### src/rtl/core/vp_pkg.sv
// ----------------------------------------------------------------------------
// vp_pkg - shared definitions for the Verlet particle step
// Register indexes, reset values, field widths and the structs that pass
// between the coefficient unit, the coordinate lanes and the top level.
// ----------------------------------------------------------------------------
package vp_pkg;

	// Default geometry of one packed coordinate.
	localparam int COORD_BITS_DEF = 20;
	localparam int FRAC_BITS_DEF  = 10;

	// Fixed register widths.
	localparam int DT_W     = 16;
	localparam int GRAV_W   = 20;
	localparam int CFG_W    = 20;
	localparam int CFG_IDX_W = 3;
	localparam int K_W      = 32;
	localparam int DT2_W    = 32;

	// Register indexes of the configuration port.
	localparam logic [CFG_IDX_W-1:0] CFG_TIME_STEP      = 3'd0;
	localparam logic [CFG_IDX_W-1:0] CFG_PREV_TIME_STEP = 3'd1;
	localparam logic [CFG_IDX_W-1:0] CFG_FORCES_ENABLED = 3'd2;
	localparam logic [CFG_IDX_W-1:0] CFG_CARRY_MODE     = 3'd3;
	localparam logic [CFG_IDX_W-1:0] CFG_GRAVITY_X      = 3'd4;
	localparam logic [CFG_IDX_W-1:0] CFG_GRAVITY_Y      = 3'd5;
	localparam logic [CFG_IDX_W-1:0] CFG_GRAVITY_Z      = 3'd6;

	// Reset values of the registers.
	localparam int TIME_STEP_RST = 655;
	localparam logic [DT_W-1:0] TIME_STEP_RST_V      = 16'd655;
	localparam logic [DT_W-1:0] PREV_TIME_STEP_RST_V = 16'd0;
	localparam logic            FORCES_ENABLED_RST   = 1'b1;
	localparam logic            CARRY_MODE_RST       = 1'b0;

	// Damping factor one in Q.17 and the derived coefficients after reset.
	localparam int K_ONE = 131072;
	localparam logic [K_W-1:0]   K_RESET   = 32'(K_ONE - TIME_STEP_RST);
	localparam logic [DT2_W-1:0] DT2_RESET = 32'(TIME_STEP_RST * TIME_STEP_RST);

	// Restoring division steps for a 33-bit dividend.
	localparam int DIV_STEPS = 33;

	typedef struct packed {
		logic [K_W-1:0]   k;
		logic [DT2_W-1:0] dt2;
	} coef_t;

	typedef struct packed {
		logic use_carried;
		logic forces_on;
	} lane_ctl_t;

	typedef struct packed {
		logic s1;
		logic s2;
		logic s3;
		logic s4;
		logic s5;
	} pipe_en_t;

	typedef enum logic [1:0] {
		KD_IDLE,
		KD_MUL,
		KD_DIV
	} kdiv_state_t;

endpackage

### src/rtl/core/vp_lane.sv
// ----------------------------------------------------------------------------
// vp_lane - one coordinate of the integration pipeline
// Stages one to four: velocity base and acceleration, the two products,
// rounding with the clamped shift, then next position and squared shift.
// ----------------------------------------------------------------------------
module vp_lane import vp_pkg::*; #(
	parameter int COORD_BITS = COORD_BITS_DEF
) (
	input  logic                       clk,
	input  pipe_en_t                   en,
	input  lane_ctl_t                  ctl,
	input  coef_t                      coef,
	input  logic [COORD_BITS-1:0]      cur,
	input  logic [COORD_BITS-1:0]      prev,
	input  logic [COORD_BITS-1:0]      frc,
	input  logic [COORD_BITS-1:0]      car,
	input  logic signed [GRAV_W-1:0]   grav,
	output logic [COORD_BITS-1:0]      nx,
	output logic [COORD_BITS-1:0]      sh,
	output logic [2*COORD_BITS-1:0]    sq,
	output logic                       sat
);

	localparam int C   = COORD_BITS;
	localparam int AW  = ((C > GRAV_W) ? C : GRAV_W) + 1;
	localparam int BW  = C + 1;
	localparam int P1W = BW + K_W + 1;
	localparam int P2W = AW + DT2_W + 1;
	localparam int SW  = ((P1W > P2W) ? P1W : P2W) + 1;

	localparam logic signed [SW-1:0] SH_HI = signed'(SW'({(C-1){1'b1}}));
	localparam logic signed [SW-1:0] SH_LO = ~SH_HI;
	localparam logic signed [C:0]    NX_HI = signed'((C+1)'({(C-1){1'b1}}));
	localparam logic signed [C:0]    NX_LO = ~NX_HI;

	logic hold;
	assign hold = ctl.use_carried && !ctl.forces_on;

	// Stage 1: velocity base and total acceleration.
	logic signed [C-1:0] cur_v, prev_v, frc_v, car_v;
	logic signed [BW-1:0] base_c;
	logic signed [AW-1:0] acc_c;
	logic [C-1:0] cur_s1;
	logic signed [BW-1:0] base_s1;
	logic signed [AW-1:0] acc_s1;

	assign cur_v  = signed'(cur);
	assign prev_v = signed'(prev);
	assign frc_v  = signed'(frc);
	assign car_v  = signed'(car);
	assign base_c = (ctl.use_carried && ctl.forces_on) ? BW'(car_v)
	              : BW'(cur_v) - BW'(prev_v);
	assign acc_c  = ctl.forces_on ? AW'(frc_v) + AW'(grav) : '0;

	always_ff @(posedge clk) begin
		if (en.s1) begin
			cur_s1  <= cur;
			base_s1 <= base_c;
			acc_s1  <= acc_c;
		end
	end

	// Stage 2: damped term and force term products.
	logic [C-1:0] cur_s2;
	logic signed [P1W-1:0] p1_s2;
	logic signed [P2W-1:0] p2_s2;

	always_ff @(posedge clk) begin
		if (en.s2) begin
			cur_s2 <= cur_s1;
			p1_s2  <= $signed({1'b0, coef.k}) * base_s1;
			p2_s2  <= acc_s1 * $signed({1'b0, coef.dt2});
		end
	end

	// Stage 3: round each term half up, add, clamp.
	logic signed [P1W-1:0] p1r, t1;
	logic signed [P2W-1:0] p2r, t2;
	logic signed [SW-1:0] sum_c;
	logic [C-1:0] sh_c;
	logic shsat_c;
	logic [C-1:0] cur_s3, sh_s3;
	logic shsat_s3;

	assign p1r   = p1_s2 + $signed(P1W'(1) << 16);
	assign t1    = p1r >>> 17;
	assign p2r   = p2_s2 + $signed(P2W'(1) << 31);
	assign t2    = p2r >>> 32;
	assign sum_c = SW'(t1) + SW'(t2);

	always_comb begin
		shsat_c = 1'b0;
		sh_c    = sum_c[C-1:0];
		if (sum_c > SH_HI) begin
			shsat_c = 1'b1;
			sh_c    = SH_HI[C-1:0];
		end else if (sum_c < SH_LO) begin
			shsat_c = 1'b1;
			sh_c    = SH_LO[C-1:0];
		end
	end

	always_ff @(posedge clk) begin
		if (en.s3) begin
			cur_s3   <= cur_s2;
			sh_s3    <= sh_c;
			shsat_s3 <= shsat_c;
		end
	end

	// Stage 4: next position and squared shift.
	logic signed [C:0] nsum;
	logic [C-1:0] nx_c;
	logic nxsat_c;
	logic signed [2*C-1:0] sq_full;
	logic [C-1:0] nx_s4, sh_s4;
	logic [2*C-1:0] sq_s4;
	logic sat_s4;

	assign nsum    = (C+1)'(signed'(cur_s3)) + (C+1)'(signed'(sh_s3));
	assign sq_full = signed'(sh_s3) * signed'(sh_s3);

	always_comb begin
		nxsat_c = 1'b0;
		nx_c    = nsum[C-1:0];
		if (hold) begin
			nx_c = cur_s3;
		end else if (nsum > NX_HI) begin
			nxsat_c = 1'b1;
			nx_c    = NX_HI[C-1:0];
		end else if (nsum < NX_LO) begin
			nxsat_c = 1'b1;
			nx_c    = NX_LO[C-1:0];
		end
	end

	always_ff @(posedge clk) begin
		if (en.s4) begin
			nx_s4  <= nx_c;
			sh_s4  <= sh_s3;
			sq_s4  <= unsigned'(sq_full);
			sat_s4 <= shsat_s3 | nxsat_c;
		end
	end

	assign nx  = nx_s4;
	assign sh  = sh_s4;
	assign sq  = sq_s4;
	assign sat = sat_s4;

endmodule

### config.mk
export PLATFORM = sky130hd
export DESIGN_NAME = vp_lane
export DESIGN_NICKNAME = d
export VERILOG_FILES = /design/src/rtl/core/vp_pkg.sv /design/src/rtl/core/vp_lane.sv
export SDC_FILE = /design/constraint.sdc
export NUM_CORES = 2
export LEC_CHECK = 0
export BUFFER_PORTS_ARGS = -buffer_cell sky130_fd_sc_hd__buf_2
export CORE_MARGIN = 3
export CORE_UTILIZATION = 60
export DETAILED_ROUTE_END_ITERATION = 8
export PLACE_DENSITY = 0.78
export SLEW_MARGIN = 20
export SYNTH_ARGS = -nofsm -noshare
export SYNTH_HDL_FRONTEND = slang
export SYNTH_SLANG_ARGS = --single-unit
export TNS_END_PERCENT = 30
### constraint.sdc
create_clock -name clk -period 13.1 [get_ports clk]
set_input_delay 2.62 -clock clk [delete_from_list [all_inputs] [get_ports clk]]
set_output_delay 2.62 -clock clk [all_outputs]
set_load 0.02 [all_outputs]
==> impl_metrics.prom <==
# TYPE chip_impl_metric gauge
chip_impl_metric{name="die_y",unit="µm"} 347
chip_impl_metric{name="clk_latency",unit="ns"} 0.60
chip_impl_metric{name="synth_top_cell_area_share",unit="%"} 43.9
chip_impl_metric{name="holdBufCountCts",unit=""} 0
chip_impl_info{name="layout.cells.most_common",value="sky130_fd_sc_hd__inv_1"} 1
chip_impl_metric{name="distinct_cell_type_count_after_synthesis",unit=""} 82
chip_impl_metric{name="drc_errors",unit=""} 0
chip_impl_metric{name="timing.reg2reg.worst_path_depth",unit=""} 28
chip_impl_metric{name="ratio_of_cells_with_drive_above_1_in_the_final_layout",unit="%"} 5.35
chip_impl_metric{name="synth_cells",unit=""} 7390
chip_impl_info{name="setup.worst_path.end_class",value="register"} 1
chip_impl_metric{name="synth_area_per_cell",unit="µm²"} 9.43
chip_impl_metric{name="clkSinkCount",unit=""} 263
chip_impl_metric{name="r2r_slack",unit="ns"} 3.89
chip_impl_info{name="rsz0062_at_grt",value="no"} 1
chip_impl_metric{name="timing.final.setup_violations",unit=""} 0
chip_impl_metric{name="metal1_wirelength",unit="mm"} 65.1
chip_impl_metric{name="placement.io_buffers",unit=""} 250
chip_impl_metric{name="grt_pass1_vias",unit=""} 55200
chip_impl_metric{name="rows",unit=""} 124
chip_impl_metric{name="post-dp-hpwl",unit="mm"} 126
chip_impl_metric{name="wl_per_cell",unit="µm"} 18.8
chip_impl_metric{name="slowest_delay",unit="ns"} 0.74
chip_impl_metric{name="met3_wirelength",unit="mm"} 14.8
chip_impl_metric{name="timing.final.hold_violations",unit=""} 0
chip_impl_metric{name="final.period_utilization",unit="%"} 83.4
chip_impl_metric{name="synth_sequential_area_ratio",unit="%"} 11.3
chip_impl_metric{name="mappedNetlistNets",unit=""} 9683
chip_impl_metric{name="number_of_nets_with_antenna_violations_after_detailed_routing",unit=""} 0
chip_impl_metric{name="grt_antenna_before_repair",unit=""} 6
chip_impl_info{name="synth_area_leaders",value="sky130_fd_sc_hd__fa_1, sky130_fd_sc_hd__edfxtp_1, sky130_fd_sc_hd__ha_1"} 1
chip_impl_metric{name="max_clock_freq",unit="GHz"} 0.0915
chip_impl_metric{name="post_cts_resize_count",unit=""} 0
chip_impl_metric{name="multi_input_comb_area",unit="µm²"} 53700
chip_impl_metric{name="routed_wirelength",unit="mm"} 169
chip_impl_metric{name="worstPathMaxFanout",unit=""} 21
chip_impl_metric{name="finalHoldWorstSlack",unit="ns"} 0.410
chip_impl_metric{name="grt.total_usage",unit="%"} 29.1
chip_impl_info{name="critical_path_class",value="input port to register"} 1
chip_impl_metric{name="io-pin-count",unit=""} 253
chip_impl_metric{name="final.setup.worst_slack",unit="ns"} 2.17
chip_impl_metric{name="die_area",unit="µm²"} 120000
chip_impl_metric{name="grt.overflow.total",unit=""} 0
chip_impl_metric{name="max-cap-violations",unit=""} 0
chip_impl_metric{name="largest_net_degree_at_the_start_of_global_routing",unit=""} 82
chip_impl_info{name="min_delay_worst_endpoint",value="cur_s3[5]$_DFFE_PP_"} 1
chip_impl_metric{name="max-clock-path-buffers",unit=""} 3
chip_impl_metric{name="timing.hold.worst_path_depth",unit=""} 0
chip_impl_info{name="startpoint_of_the_most_critical_hold_path",value="cur_s2[5]$_DFFE_PP_"} 1
chip_impl_info{name="crit_path_start_kind",value="input port"} 1
chip_impl_metric{name="filler_cell_count",unit=""} 9321
chip_impl_metric{name="initial_utilization",unit="%"} 60.7
chip_impl_info{name="crit_top_cell",value="sky130_fd_sc_hd__fa_1"} 1
chip_impl_metric{name="syn2layout_area_growth",unit="%"} 4.73
chip_impl_metric{name="post-place-ws",unit="ns"} 1.67
chip_impl_metric{name="tns",unit="ns"} 0
chip_impl_info{name="tritoncts_clock_tree",value="done"} 1
chip_impl_metric{name="clock_tree.htree_level_count",unit=""} 1
chip_impl_info{name="critical-path-slowest-cell",value="sky130_fd_sc_hd__nor3_1"} 1
chip_impl_info{name="synth_area_leader_cell",value="sky130_fd_sc_hd__fa_1"} 1
chip_impl_metric{name="slew_viol_final",unit=""} 0
chip_impl_metric{name="clk_pin_slew",unit="ns"} 0.07
chip_impl_info{name="yosys_most_used_dff",value="sky130_fd_sc_hd__edfxtp_1"} 1
chip_impl_metric{name="cts_made_buffers",unit=""} 27
chip_impl_metric{name="synth.yosys.warnings",unit=""} 0
chip_impl_metric{name="finalNetCount",unit=""} 9715
chip_impl_info{name="critical_register_to_register_path_startpoint",value="acc_s1[6]$_SDFFCE_PN0P_"} 1
chip_impl_metric{name="worst_clock_skew",unit="ns"} 0.0205
chip_impl_info{name="regToRegEndpoint",value="p2_s2[53]$_DFFE_PP_"} 1
chip_impl_metric{name="synth-seq-cells",unit=""} 263
chip_impl_info{name="worst_hold_class",value="register to register"} 1
chip_impl_metric{name="critical_path_data_required_time",unit="ns"} 13.44
chip_impl_metric{name="wire_length_of_the_first_global_routing_pass",unit="mm"} 279
chip_impl_metric{name="drt-initial-drc-count",unit=""} 3178
chip_impl_metric{name="seqCellArea",unit="µm²"} 7900
chip_impl_metric{name="firstDrtPassIters",unit=""} 5
chip_impl_metric{name="cts_setup_buffers",unit=""} 0
chip_impl_info{name="top_layer_used",value="met4"} 1
chip_impl_metric{name="vias",unit=""} 49800
chip_impl_metric{name="synthArstFlopShare",unit="%"} 0
chip_impl_metric{name="number_of_flops_mapped_to_enable_cells_by_yosys",unit=""} 263
chip_impl_info{name="run_status",value="complete, no violations"} 1
chip_impl_metric{name="met2_layer_wire_length_in_the_routed_design",unit="mm"} 81.5
chip_impl_metric{name="synth_area",unit="µm²"} 69700
chip_impl_info{name="clk_root_buffer_cell",value="sky130_fd_sc_hd__clkbuf_16"} 1
chip_impl_metric{name="arrival",unit="ns"} 11.27
chip_impl_metric{name="relSlewSlack",unit="%"} 31.3
chip_impl_info{name="layout.cells.most_common_list",value="sky130_fd_sc_hd__inv_1, sky130_fd_sc_hd__fa_1, sky130_fd_sc_hd__nand2_1"} 1
chip_impl_metric{name="post_drt_via_cell_ratio",unit=""} 5.56
chip_impl_metric{name="finalWeightedCongestion",unit=""} 0.904
chip_impl_metric{name="period_needed",unit="ns"} 10.93
chip_impl_metric{name="die_width",unit="µm"} 347
chip_impl_metric{name="floorplan.core_area",unit="µm²"} 115000
chip_impl_metric{name="tightest_slew",unit="ns"} 1.03
worst max path at each step:
stage                          endpoint  startpoint  cells past startpoint
detailed placement  p2_s2[53]$_DFFE_PP_    coef[26]                     28
finish              p2_s2[53]$_DFFE_PP_    coef[26]                     28
CTS                 p2_s2[53]$_DFFE_PP_    coef[26]                     28
floorplan           p2_s2[53]$_DFFE_PP_    coef[26]                     28
global route        p2_s2[53]$_DFFE_PP_    coef[26]                     28
global placement    p2_s2[53]$_DFFE_PP_    coef[26]                     28
worst max-delay path: cells and delay by family:
kind | cells | cell delay (ns)
fa+ha+maj | 8 | 3.92
compound gates | 10 | 2.84
buf+inv | 6 | 0.74
simple gates | 3 | 1.05
xor+xnor | 1 | 0.08
cell type report:
| cell class | instances | share of cell area (%) |
|---|---|---|
| Multi-Input combinational cell | 4992 | 73.7 |
| Inverter | 1822 | 9.37 |
| Clock buffer | 34 | 0.962 |
| Timing Repair Buffer | 316 | 2.40 |
| Tap cell | 1512 | 2.59 |
| Antenna cell | 2 | 0.00686 |
| Sequential cell | 263 | 10.8 |
| Clock inverter | 14 | 0.189 |
cells in the mapped netlist, drive strengths merged, types with 58 or more instances:
| cell type | count |
|---|---|
| nand2 | 952 |
| edfxtp | 263 |
| inv | 1822 |
| xor2 | 65 |
| clkbuf | 305 |
| nand3 | 58 |
| a21oi | 147 |
| nor2 | 207 |
| a21o | 62 |
| and2 | 646 |
| fa | 1528 |
| o21ai | 124 |
| ha | 593 |
| nor2b | 70 |
| xnor2 | 158 |
state kept, by name (all words and copies together), names as in the netlist:
name / flops
p1_s2: 38
sq: 38
p2_s2: 23
acc_s1: 21
base_s1: 21
cur_s1: 20
cur_s2: 20
cur_s3: 20
nx: 20
sh: 20
sh_s3: 20
sat: 1
shsat_s3: 1
per-layer routing:
| metal | GRT usage (%) | vias up |
|---|---|---|
| li1 | - | 22000 |
| met1 | 37.5 | 25200 |
| met2 | 49.2 | 2119 |
| met3 | 5.33 | 453 |
| met4 | 10.8 | 0 |
| met5 | 0 | - |
stage by stage:
stage | cells | utilization (%) | instance area [µm²]
after floorplan | 7390 | - | 69700
after global placement | 8905 | 62.8 | 72100
after detailed placement | 8905 | 62.8 | 72100
after CTS | 8953 | 63.5 | 73000
after global routing | 8955 | 63.6 | 73000
final | 8955 | 63.6 | 73000
kinds of logic after synthesis:
kind of cell | synth area share (%)
buffers and inverters | 11.5
adder cells (fa/ha/maj) | 54.6
AND/OR/NAND/NOR | 14.8
AO/OA/AOI/OAI | 4.81
flip-flops | 11.3
XOR/XNOR | 2.80
multiplexers | 0.0305
other | 0.00538
Power is not shown: default switching activity piles up to over one toggle a cycle in this logic, so the estimate is an artifact.
