<file path="src/rtl/core/vp_pkg.sv">
// ----------------------------------------------------------------------------
// vp_pkg - shared definitions for the Verlet particle step
// Register indexes, reset values, field widths and the structs that pass
// between the coefficient unit, the coordinate lanes and the top level.
// ----------------------------------------------------------------------------
package vp_pkg;

	// Default geometry of one packed coordinate.
	localparam int COORD_BITS_DEF = 20;
	localparam int FRAC_BITS_DEF  = 10;

	// Fixed register widths.
	localparam int DT_W     = 16;
	localparam int GRAV_W   = 20;
	localparam int CFG_W    = 20;
	localparam int CFG_IDX_W = 3;
	localparam int K_W      = 32;
	localparam int DT2_W    = 32;

	// Register indexes of the configuration port.
	localparam logic [CFG_IDX_W-1:0] CFG_TIME_STEP      = 3'd0;
	localparam logic [CFG_IDX_W-1:0] CFG_PREV_TIME_STEP = 3'd1;
	localparam logic [CFG_IDX_W-1:0] CFG_FORCES_ENABLED = 3'd2;
	localparam logic [CFG_IDX_W-1:0] CFG_CARRY_MODE     = 3'd3;
	localparam logic [CFG_IDX_W-1:0] CFG_GRAVITY_X      = 3'd4;
	localparam logic [CFG_IDX_W-1:0] CFG_GRAVITY_Y      = 3'd5;
	localparam logic [CFG_IDX_W-1:0] CFG_GRAVITY_Z      = 3'd6;

	// Reset values of the registers.
	localparam int TIME_STEP_RST = 655;
	localparam logic [DT_W-1:0] TIME_STEP_RST_V      = 16'd655;
	localparam logic [DT_W-1:0] PREV_TIME_STEP_RST_V = 16'd0;
	localparam logic            FORCES_ENABLED_RST   = 1'b1;
	localparam logic            CARRY_MODE_RST       = 1'b0;

	// Damping factor one in Q.17 and the derived coefficients after reset.
	localparam int K_ONE = 131072;
	localparam logic [K_W-1:0]   K_RESET   = 32'(K_ONE - TIME_STEP_RST);
	localparam logic [DT2_W-1:0] DT2_RESET = 32'(TIME_STEP_RST * TIME_STEP_RST);

	// Restoring division steps for a 33-bit dividend.
	localparam int DIV_STEPS = 33;

	typedef struct packed {
		logic [K_W-1:0]   k;
		logic [DT2_W-1:0] dt2;
	} coef_t;

	typedef struct packed {
		logic use_carried;
		logic forces_on;
	} lane_ctl_t;

	typedef struct packed {
		logic s1;
		logic s2;
		logic s3;
		logic s4;
		logic s5;
	} pipe_en_t;

	typedef enum logic [1:0] {
		KD_IDLE,
		KD_MUL,
		KD_DIV
	} kdiv_state_t;

endpackage

</file>
<file path="src/rtl/core/vp_kdiv.sv">
// ----------------------------------------------------------------------------
// vp_kdiv - damping coefficient unit
// Recomputes dt^2 and the damping factor k after a time step register
// changes, with a bit-serial restoring divider for the step ratio.
// ----------------------------------------------------------------------------
module vp_kdiv import vp_pkg::*; (
	input  logic            clk,
	input  logic            arst_n,
	input  logic            start,
	input  logic [DT_W-1:0] dt,
	input  logic [DT_W-1:0] dt_old,
	output coef_t           coef,
	output logic            busy
);

	localparam int CNT_W = $clog2(DIV_STEPS);

	kdiv_state_t state_q, state_n;
	logic [CNT_W-1:0] cnt_q;
	logic [DIV_STEPS-1:0] dvd_q;
	logic [DT_W-1:0] rem_q;
	coef_t coef_q;

	logic mul_phase, div_phase, div_last;
	logic [DT_W+1:0] kbase;
	logic [DT_W+17:0] num_full;
	logic [DIV_STEPS-1:0] dvd_init;
	logic [DT_W:0] trial, diff;
	logic ge;
	logic [DT_W-1:0] rem_n;

	assign kbase    = 18'(K_ONE) - {2'b00, dt};
	assign num_full = 34'(kbase) * 34'(dt);
	assign dvd_init = DIV_STEPS'(num_full) + DIV_STEPS'(dt_old >> 1);

	assign trial = {rem_q, dvd_q[DIV_STEPS-1]};
	assign ge    = trial >= {1'b0, dt_old};
	assign diff  = trial - {1'b0, dt_old};
	assign rem_n = ge ? diff[DT_W-1:0] : trial[DT_W-1:0];

	// Next state.
	always_comb begin
		state_n = state_q;
		case (state_q)
			KD_IDLE: begin
				if (start) state_n = KD_MUL;
			end
			KD_MUL: begin
				if (start) state_n = KD_MUL;
				else if (dt_old == '0) state_n = KD_IDLE;
				else state_n = KD_DIV;
			end
			KD_DIV: begin
				if (start) state_n = KD_MUL;
				else if (cnt_q == CNT_W'(DIV_STEPS - 1)) state_n = KD_IDLE;
			end
			default: state_n = KD_IDLE;
		endcase
	end

	// Outputs of the sequencer.
	always_comb begin
		busy      = 1'b0;
		mul_phase = 1'b0;
		div_phase = 1'b0;
		div_last  = 1'b0;
		case (state_q)
			KD_IDLE: begin
				busy = 1'b0;
			end
			KD_MUL: begin
				busy      = 1'b1;
				mul_phase = 1'b1;
			end
			KD_DIV: begin
				busy      = 1'b1;
				div_phase = 1'b1;
				div_last  = cnt_q == CNT_W'(DIV_STEPS - 1);
			end
			default: busy = 1'b1;
		endcase
	end

	always_ff @(posedge clk or negedge arst_n) begin
		if (!arst_n) begin
			state_q    <= KD_IDLE;
			cnt_q      <= '0;
			coef_q.k   <= K_RESET;
			coef_q.dt2 <= DT2_RESET;
		end else begin
			state_q <= state_n;
			if (mul_phase) begin
				cnt_q      <= '0;
				coef_q.dt2 <= 32'(dt) * 32'(dt);
				if (dt_old == '0) coef_q.k <= 32'(kbase);
			end else if (div_phase) begin
				cnt_q <= cnt_q + 1'b1;
				if (div_last) coef_q.k <= {dvd_q[K_W-2:0], ge};
			end
		end
	end

	always_ff @(posedge clk) begin
		if (mul_phase) begin
			dvd_q <= dvd_init;
			rem_q <= '0;
		end else if (div_phase) begin
			dvd_q <= {dvd_q[DIV_STEPS-2:0], ge};
			rem_q <= rem_n;
		end
	end

	assign coef = coef_q;

endmodule

</file>
<file path="config.mk">
export PLATFORM = sky130hd
export DESIGN_NAME = vp_kdiv
export DESIGN_NICKNAME = d
export VERILOG_FILES = /design/src/rtl/core/vp_pkg.sv /design/src/rtl/core/vp_kdiv.sv
export SDC_FILE = /design/constraint.sdc
export NUM_CORES = 1
export LEC_CHECK = 0
export BUFFER_PORTS_ARGS = -buffer_cell sky130_fd_sc_hd__buf_2
export CAP_MARGIN = 25
export CORE_MARGIN = 4
export CORE_UTILIZATION = 54
export CTS_CLUSTER_SIZE = 30
export DETAILED_ROUTE_END_ITERATION = 10
export PLACE_DENSITY = 0.74
export SLEW_MARGIN = 20
export SYNTH_ARGS = -nofsm -noshare
export SYNTH_HDL_FRONTEND = slang
export SYNTH_SLANG_ARGS = --single-unit
</file>
<file path="constraint.sdc">
create_clock -name clk -period 2.6 [get_ports clk]
set_input_delay 0.13 -clock clk [delete_from_list [all_inputs] [get_ports clk]]
set_output_delay 0.13 -clock clk [all_outputs]
set_load 0.005 [all_outputs]
</file>
==> results of run 1 <==
-- worst reg2reg max path, cell delays in order, from the launching register on --
cell	delay (ns)
edfxtp_1	0.57
inv_1	0.09
ha_1	0.22
fa_2	0.35
nor2b_2	0.15
o31a_1	0.19
o21ai_2	0.08
a21oi_2	0.23
nor3_1	0.07
or4b_2	0.62
nand2_1	0.07
-- state kept, by name, summed over array words and instances, names as in the netlist --
name / cells
dvd_q: 33
state_q: 2
coef: 63
cnt_q: 6
rem_q: 16
-- metal layers --
layer | global-route usage | up-vias | part of all wire
li1 | - | 9150 | -
met1 | 0.421 | 9980 | 0.42
met2 | 0.489 | 783 | 0.47
met3 | 0.0628 | 142 | 0.084
met4 | 0.0876 | 0 | 0.029
met5 | 0 | - | 0
-- cells by family after synthesis --
logic type      Yosys count
fa+ha+maj               646
compound gates          341
buf+inv                 711
simple gates            706
other cells               2
xor+xnor                 63
mux                      40
flops                   120
-- cell type report --
cell class / count / share of cell area
Sequential cell: 120 / 0.103
Multi-Input combinational cell: 1812 / 0.641
Tap cell: 585 / 0.0242
Clock buffer: 19 / 0.0150
Clock inverter: 13 / 0.00438
Inverter: 595 / 0.0753
Timing Repair Buffer: 547 / 0.138
-- worst max path at each step --
stage,start,endpoint,slack [ns],cells after the start
after floorplan,dt[7],dvd_q[32]$_DFFE_PP_,-4.53,25
after global routing,dt[8],dvd_q[32]$_DFFE_PP_,-4.37,25
after detailed placement,dt[7],dvd_q[30]$_DFFE_PP_,-5.02,27
after CTS,dt[8],dvd_q[32]$_DFFE_PP_,-4.10,26
after global placement,dt[7],dvd_q[30]$_DFFE_PP_,-4.94,27
final,dt[8],dvd_q[32]$_DFFE_PP_,-4.21,25
-- synthesized netlist by cell type (all sizes together) (40+ instances only) --
cell | number | area [sq um]
o21ai | 75 | 383
and2 | 48 | 300
clkbuf | 99 | 372
nand2 | 181 | 682
a21o | 41 | 308
nand3 | 40 | 200
ha | 246 | 3080
a21oi | 96 | 480
inv | 594 | 2230
nor2b | 56 | 358
dfrtp | 49 | 1230
nor2 | 196 | 736
nand2b | 85 | 532
fa | 400 | 8010
-- metrics by stage --
stage	util	setup slack [ns]	cell area [sq um]	hold WS (ns)	setup TNS, ns
2_1_floorplan	-	-4.53	24900	-0.166	-166.03
3_3_place_gp	0.659	-4.94	28400	0.271	-204.52
3_5_place_dp	0.659	-5.02	28400	0.303	-207.54
4_1_cts	0.690	-4.10	29800	0.175	-170.65
5_1_grt	0.702	-4.37	30300	0.215	-184.49
6_report	0.702	-4.21	30300	0.186	-174.44
-- what timing repair did --
item	4_1_cts	5_1_grt
gates resized for setup	127	90
hold buffers	2	0
endpoints found under the setup margin	64	73
endpoints found under the hold margin	51	0
pin swaps	54	62
setup buffers	20	15
==> flow_summary_export.csv, run 1 <==
group,metric,value,unit
clock_network,ctsHtreeMaxLevel,4,
die,die_area,0.0472,sq mm
die,num_io_pins,100,
placement,io_buffers,98,
sta,max_freq,147,MHz
clock_network,insertion_delay,0.44,ns
placement,hpwl,56800,um
sta,worst_pin_slew,0.955,ns
global_route,grt_max_degree,72,
synth,synth_mux_area_frac,0.0189,
global_route,antenna_found_initial,0,
hold_path,min_path_cells,3,
drt,vias,20100,
outcome,violations,"setup timing",
die,core-area,0.0432,sq mm
setup_path,critPathMaxStageDelay,0.59,ns
setup_path,worstPathMaxFanout,5,
layout,drive_gt1_frac,0.292,
synth,synth_warnings,0,
setup_path,r2r_cells,10,
sta,rsz0062_at_grt,"true",
synth,synth_compound_area_frac,0.0961,
sta,finClkSkew,0.0103,ns
sta,drv_slew,0,
drt,wire_per_inst,19.1,um
die,fp-row-count,76,
layout,fin_cells,3691,
setup_path,worst-path-buf-inv,5,
drt,firstDrtPassIters,6,
drt,viasPerCell,5.43,
placement,gp_congestion,0.941,
layout,fillers,3279,
outcome,status,"finished, violations left",
clock_network,cts_buffers,17,
synth,synth_edf_count,33,
sta,fin_ws,-4.21,ns
synth,syn_area,0.0236,sq mm
setup_path,critical_path_arrival,7.01,ns
setup_path,critPathTopFamily,"adder cells",
hold_path,hp-start,"dt_old[0]",
layout,final-seq-area,0.00312,sq mm
setup_path,r2r-end,"rem_q[10]$_SDFFE_PP0P_",
synth,synth_fa_ha_area_frac,0.469,
global_route,grt_pass1_wl,113000,um
setup_path,startpoint_type,"input port",
synth,synthXorXnorAreaFrac,0.0234,
drt,initialDrtViolationCount,1324,
layout,final_cell_mix,"inv_1, buf_4, fa_1, ha_1, nor2_1",
synth,yosysUniqueCellTypes,82,
layout,multiInputGateArea,0.0194,sq mm
run,maxCapViolCount,0,
drt,drc,0,
layout,diodes,0,
synth,syn_area_per_cell,8.99,sq um
die,fp.dieH,217,um
global_route,grt.overflow.total,0,
sta,timing.final.crit_period,6.81,ns
die,start_util,0.547,
synth,yosysSeqAreaShare,0.132,
drt,ant_nets,0,
die,die_w,217,um
setup_path,setup.worst_path.end_class,"flop",
setup_path,critical_path_required,2.79,ns
sta,fin_crit_sh,2.62,
layout,area_growth,28.3,%
global_route,track_usage,0.304,
sta,finalHoldViolations,0,
sta,relSlewSlack,0.363,
layout,mostFrequentLayoutCell,"inv_1",
synth,yosys.area_share.simple,0.146,
synth,ys_ff_latch,120,
clock_network,cts_root_buf,"clkbuf_16",
setup_path,worstSetupPathType,"in -> reg",
synth,synth_ff_type,"dfrtp_1",
synth,synth_top_family_by_area,"adder cells",
layout,nNetsFinal,3774,
placement,placed_cells,3622,
clock_network,clock_path_buffers,2,
setup_path,crit_top_cell,"fa_1",
global_route,first_global_vias,21800,
setup_path,ff2ff_setup_slack,-0.09,ns
hold_path,holdCritPathClass,"in -> reg",
sta,finalSetupViolations,59,
clock_network,cts.clk_slew.worst_paths,0.06,ns
setup_path,crit_path_top_delay_cell,"fa_1",
drt,wirelength,70300,um
setup_path,r2r-start,"dvd_q[32]$_DFFE_PP_",
synth,ys_async_sr_fraction,0.592,
clock_network,cts.sink_count,120,
synth,synth_cells,2629,
clock_network,cts_tree,"done",
hold_path,worstHoldEndpoint,"rem_q[0]$_SDFFE_PP0P_",
Power of run 1 is not shown: default switching activity piles up to over one toggle a cycle in this logic, so the estimate is an artifact.
==> inputs of run 2 (changes only) <==
Clock period 2.6 ns to 6.2 ns, I/O delays scaled along.
==> run 2 against run 1 <==
Flip-flop and latch count unchanged. Worst hold slack improved by 0.087 ns. Sequential share of layout area increased by 0.69 points. The flow still finishes with violations (setup timing). Register-to-register slack improved by 2.7 ns. Critical path depth decreased by 1. Final cell count decreased by 4.3%. Critical path type unchanged. Global-route usage decreased by 1.3 points. Wire length decreased by 5.9%.
==> flow_summary_export.csv, run 2 (synthesized netlist as in run 1, its figures left out) <==
group,metric,value,unit
setup_path,worstSetupEndpoint,"dvd_q[32]$_DFFE_PP_",
run,maxCapViolCount,0,
drt,ant_nets,0,
setup_path,worstPathMaxFanout,6,
global_route,track_usage,0.290,
hold_path,holdCritPathClass,"in -> async",
layout,fin_cells,3533,
layout,mostFrequentLayoutCell,"inv_1",
clock_network,clock_path_buffers,2,
sta,finalHoldViolations,0,
clock_network,cts_tree,"done",
setup_path,r2r-start,"state_q[0]$_DFFE_PN0P_",
die,start_util,0.547,
setup_path,critical_path_required,6.42,ns
sta,fin_ws,-0.682,ns
setup_path,setup.worst_path.end_class,"flop",
layout,diodes,0,
sta,hold_slack,0.273,ns
setup_path,critPathLaunch,"dt[6]",
die,die_w,217,um
drt,wirelength,66200,um
placement,place_ws,-1.79,ns
setup_path,critical_path_arrival,7.10,ns
setup_path,startpoint_type,"input port",
sta,timing.final.crit_period,6.88,ns
drt,firstDrtPassIters,7,
drt,wire_per_inst,18.7,um
die,fp.dieH,217,um
placement,hpwl,52900,um
die,die_area,0.0472,sq mm
sta,relSlewSlack,0.362,
global_route,antenna_found_initial,0,
sta,worst_pin_slew,0.953,ns
outcome,violations,"setup timing",
placement,placed_cells,3465,
drt,initialDrtViolationCount,1404,
layout,largest_register_ffs,63,
sta,fin_crit_sh,1.11,
clock_network,cts.sink_count,120,
clock_network,insertion_delay,0.47,ns
setup_path,r2r-end,"coef[32]$_DFFE_PN1P_",
die,num_io_pins,100,
layout,drive_gt1_frac,0.219,
drt,drc,0,
sta,rsz0062_at_grt,"true",
global_route,grt.overflow.total,0,
clock_network,cts_root_buf,"clkbuf_16",
sta,max_freq,145,MHz
die,core-area,0.0432,sq mm
die,fp-row-count,76,
sta,finClkSkew,0.0111,ns
sta,final.setup.tns,-9.99,ns
setup_path,worstSetupPathType,"in -> reg",
global_route,first_global_vias,20900,
outcome,status,"finished, violations left",
placement,gp_congestion,0.936,
drt,viasPerCell,5.51,
placement,io_buffers,98,
layout,fillers,3446,
setup_path,ff2ff_setup_slack,2.58,ns
setup_path,r2r_cells,8,
drt,vias,19500,
layout,final_cell_mix,"inv_1, fa_1, buf_4, ha_1, nor2_1",
global_route,grt_max_degree,65,
clock_network,ctsHtreeMaxLevel,4,
sta,finalSetupViolations,20,
clock_network,cts.clk_slew.worst_paths,0.06,ns
clock_network,cts_buffers,17,
layout,area_growth,20.2,%
sta,drv_slew,0,
layout,nNetsFinal,3616,
global_route,grt_pass1_wl,108000,um
## run 2: changes by cell type in the layout (fill, tap and decap cells not counted), sizes merged
cell,previous run,this run
buf,542,386
bufinv,1,2
clkbuf,22,20
clkinv,6,3
clkinvlp,7,2
inv,594,601
## run 2: layer usage
layer | track usage | share of wire | up-vias
met3 | 0.0476 | 0.068 | 155
met1 | 0.391 | 0.41 | 9770
li1 | - | - | 8830
met5 | 0 | 0 | -
met2 | 0.481 | 0.48 | 720
met4 | 0.100 | 0.037 | 0
## run 2: area by class of cell
type / instances / area [sq um] / area share
multi-input cells: 1812 / 18900 / 0.664
flip-flops and latches: 120 / 3120 / 0.110
repair buffers: 389 / 2830 / 0.0997
inverters: 595 / 2230 / 0.0787
well taps: 585 / 732 / 0.0258
clock buffers: 19 / 464 / 0.0163
clock inverters: 13 / 154 / 0.00542
## run 2: how the worst min path moves through the flow
| stage | slack, ns | start | cells past startpoint | end |
|---|---|---|---|---|
| detailed placement | 0.20 | arst_n | 1 | coef[12]$_DFFE_PN0P_ |
| CTS | 0.24 | arst_n | 2 | coef[12]$_DFFE_PN0P_ |
| global route | 0.28 | arst_n | 2 | coef[10]$_DFFE_PN0P_ |
| floorplan | 0.01 | arst_n | 0 | cnt_q[0]$_DFFE_PN0P_ |
| finish | 0.27 | arst_n | 2 | coef[10]$_DFFE_PN0P_ |
| global placement | 0.18 | arst_n | 1 | coef[10]$_DFFE_PN0P_ |
## run 2: critical path: stages
cell,delay (ns)
buf_6,0.09
or4_4,0.59
or3_4,0.38
or4_4,0.45
nor2_4,0.12
ha_4,0.24
buf_6,0.15
buf_4,0.13
nand2b_1,0.16
fa_1,0.54
fa_1,0.51
inv_1,0.05
fa_1,0.52
fa_2,0.56
fa_1,0.45
ha_4,0.31
ha_4,0.21
a21oi_4,0.17
o21ai_2,0.09
nor2_1,0.09
or4b_4,0.50
nand3_4,0.13
o21ai_2,0.06
a221o_1,0.29
## run 2: what timing repair did
item | CTS | global route
resized for setup | 97 | 66
buffers inserted | 27 | 7
hold endpoints to repair | 20 | 0
hold buffers | 2 | 0
pin swaps | 58 | 35
setup endpoints to repair | 21 | 32
## run 2: through the flow
stage,util,cell area [sq um]
floorplan,-,24000
global placement,0.617,26600
detailed placement,0.617,26600
CTS,0.649,28000
global route,0.658,28400
finish,0.658,28400
Power of run 2 is left out for the same reason.
==> inputs of run 3 (changes only) <==
Settings changed: CORE_UTILIZATION 54 to 45, PLACE_DENSITY 0.74 to not set.
==> run 3 against run 2 <==
The flow still finishes with violations (setup timing). Critical path depth grew 2. Worst setup slack improved by 0.015 ns. Global-route usage fell by 3.9 points. Largest cell class unchanged.
==> flow_summary_export.csv, run 3 (synthesized netlist as in run 1, its figures left out) <==
group,metric,value,unit
setup_path,worstSetupPathType,"in -> reg",
layout,mostFrequentLayoutCell,"inv_1",
clock_network,cts.clk_slew.worst_paths,0.06,ns
die,num_io_pins,100,
sta,rsz0062_at_grt,"true",
outcome,status,"finished, violations left",
clock_network,cts.sink_count,120,
die,start_util,0.458,
die,core-area,0.0516,sq mm
setup_path,setup.worst_path.end_class,"flop",
sta,timing.final.crit_period,6.87,ns
sta,final.setup.tns,-9.74,ns
clock_network,insertion_delay,0.47,ns
layout,area_growth,20.8,%
hold_path,holdCritPathClass,"in -> async",
setup_path,critical_path_arrival,7.09,ns
drt,firstDrtPassIters,5,
placement,hpwl,55300,um
layout,fin_area,0.0285,sq mm
global_route,first_global_vias,20500,
clock_network,cts_buffers,17,
global_route,antenna_found_initial,1,
sta,fin_ws,-0.667,ns
placement,placed_cells,3582,
sta,fin_crit_sh,1.11,
setup_path,startpoint_type,"input port",
sta,hold_slack,0.324,ns
setup_path,r2r-end,"coef[47]$_DFFE_PN1P_",
drt,viasPerCell,5.26,
placement,gp_congestion,0.897,
placement,place_area,0.0269,sq mm
drt,vias,19200,
drt,wire_per_inst,18.6,um
drt,initialDrtViolationCount,1205,
clock_network,cts_tree,"done",
sta,max_freq,146,MHz
die,die_area,0.0562,sq mm
drt,ant_nets,0,
layout,largest_register_ffs,63,
drt,wirelength,67900,um
die,fp.dieH,237,um
layout,nNetsFinal,3631,
placement,io_buffers,98,
setup_path,ff2ff_setup_slack,2.96,ns
global_route,grt_max_degree,72,
setup_path,worstPathMaxFanout,7,
setup_path,critical_path_required,6.42,ns
sta,finalSetupViolations,20,
die,die_w,237,um
run,maxCapViolCount,0,
sta,relSlewSlack,0.418,
sta,drv_slew,0,
clock_network,clock_path_buffers,2,
layout,final_cell_mix,"inv_1, fa_1, buf_4, ha_1, nor2_1",
layout,drive_gt1_frac,0.222,
die,fp-row-count,83,
setup_path,critPathLaunch,"dt[6]",
outcome,violations,"setup timing",
drt,drc,0,
setup_path,r2r_cells,9,
sta,finalHoldViolations,0,
global_route,grt_pass1_wl,112000,um
global_route,track_usage,0.251,
layout,fin_cells,3644,
clock_network,cts_root_buf,"clkbuf_16",
setup_path,worstSetupEndpoint,"dvd_q[32]$_DFFE_PP_",
setup_path,r2r-start,"state_q[1]$_DFFE_PN0P_",
sta,finClkSkew,0.0167,ns
clock_network,ctsHtreeMaxLevel,4,
global_route,grt.overflow.total,0,
sta,worst_pin_slew,0.873,ns
[run 3: changes by cell type in the layout (fill, tap and decap cells not counted), moves of 3 or more]
cell	delta
buf_4	+19
nand2_2	-5
a21oi_2	+3
clkinv_2	+3
nand2_1	+3
[run 3: final cells by class]
| cell class | count | area (sq um) |
|---|---|---|
| timing repair buffer | 404 | 2930 |
| antenna | 1 | 2.50 |
| fill | 4697 | 23100 |
| clock buffer | 20 | 458 |
| tap | 680 | 851 |
| multi-input combinational | 1812 | 18800 |
| inverter | 595 | 2240 |
| clock inverter | 12 | 113 |
| sequential | 120 | 3120 |
[run 3: timing repair]
item,4_1_cts,5_1_grt
hold endpoints to repair,1,18
pin swaps,72,30
endpoints found under the setup margin,21,36
gates resized for setup,93,58
hold buffers,1,1
buffers inserted,13,11
[run 3: worst min-delay path by stage]
stage,endpoint,start,cells past startpoint,slack (ns)
floorplan,cnt_q[0]$_DFFE_PN0P_,arst_n,0,0.01
global placement,coef[33]$_DFFE_PN0P_,coef[33]$_DFFE_PN0P_,2,0.46
detailed placement,coef[32]$_DFFE_PN1P_,coef[32]$_DFFE_PN1P_,2,0.47
CTS,coef[22]$_DFFE_PN0P_,arst_n,1,0.02
global route,rem_q[0]$_SDFFE_PP0P_,dt_old[0],3,0.34
finish,coef[22]$_DFFE_PN0P_,arst_n,2,0.32
[run 3: stage by stage]
step	setup WS (ns)	utilization
after CTS	-0.580	0.544
after detailed placement	-1.73	0.522
after global routing	-0.821	0.553
after global placement	-1.63	0.521
after floorplan	-1.12	-
final	-0.667	0.553
[run 3: critical path: stages]
cell and delay (ns):
buf_6 0.09, or4_4 0.58, or3_4 0.38, or4_4 0.45, nor2_4 0.11, ha_4 0.23, buf_4 0.14, nor2_4 0.10
fa_1 0.43, inv_2 0.07, fa_2 0.44, fa_2 0.55, inv_2 0.04, fa_2 0.43, fa_1 0.50, inv_1 0.05
fa_1 0.49, inv_2 0.05, ha_4 0.31, nand2_1 0.08, o21ai_2 0.28, nor4_2 0.11, nor3_4 0.21, nand3_4 0.13
o211a_1 0.24, a221o_1 0.26
[run 3: per-layer routing]
metal / track usage / vias to the layer above / share of wire / wire (um)
met2: 0.396 / 524 / 0.46 / 31500
met3: 0.0411 / 89 / 0.062 / 4190
met1: 0.356 / 9719 / 0.44 / 30200
met5: 0 / - / 0 / 0
li1: - / 8847 / - / -
met4: 0.0807 / 0 / 0.030 / 2040
Power of run 3 is left out for the same reason.
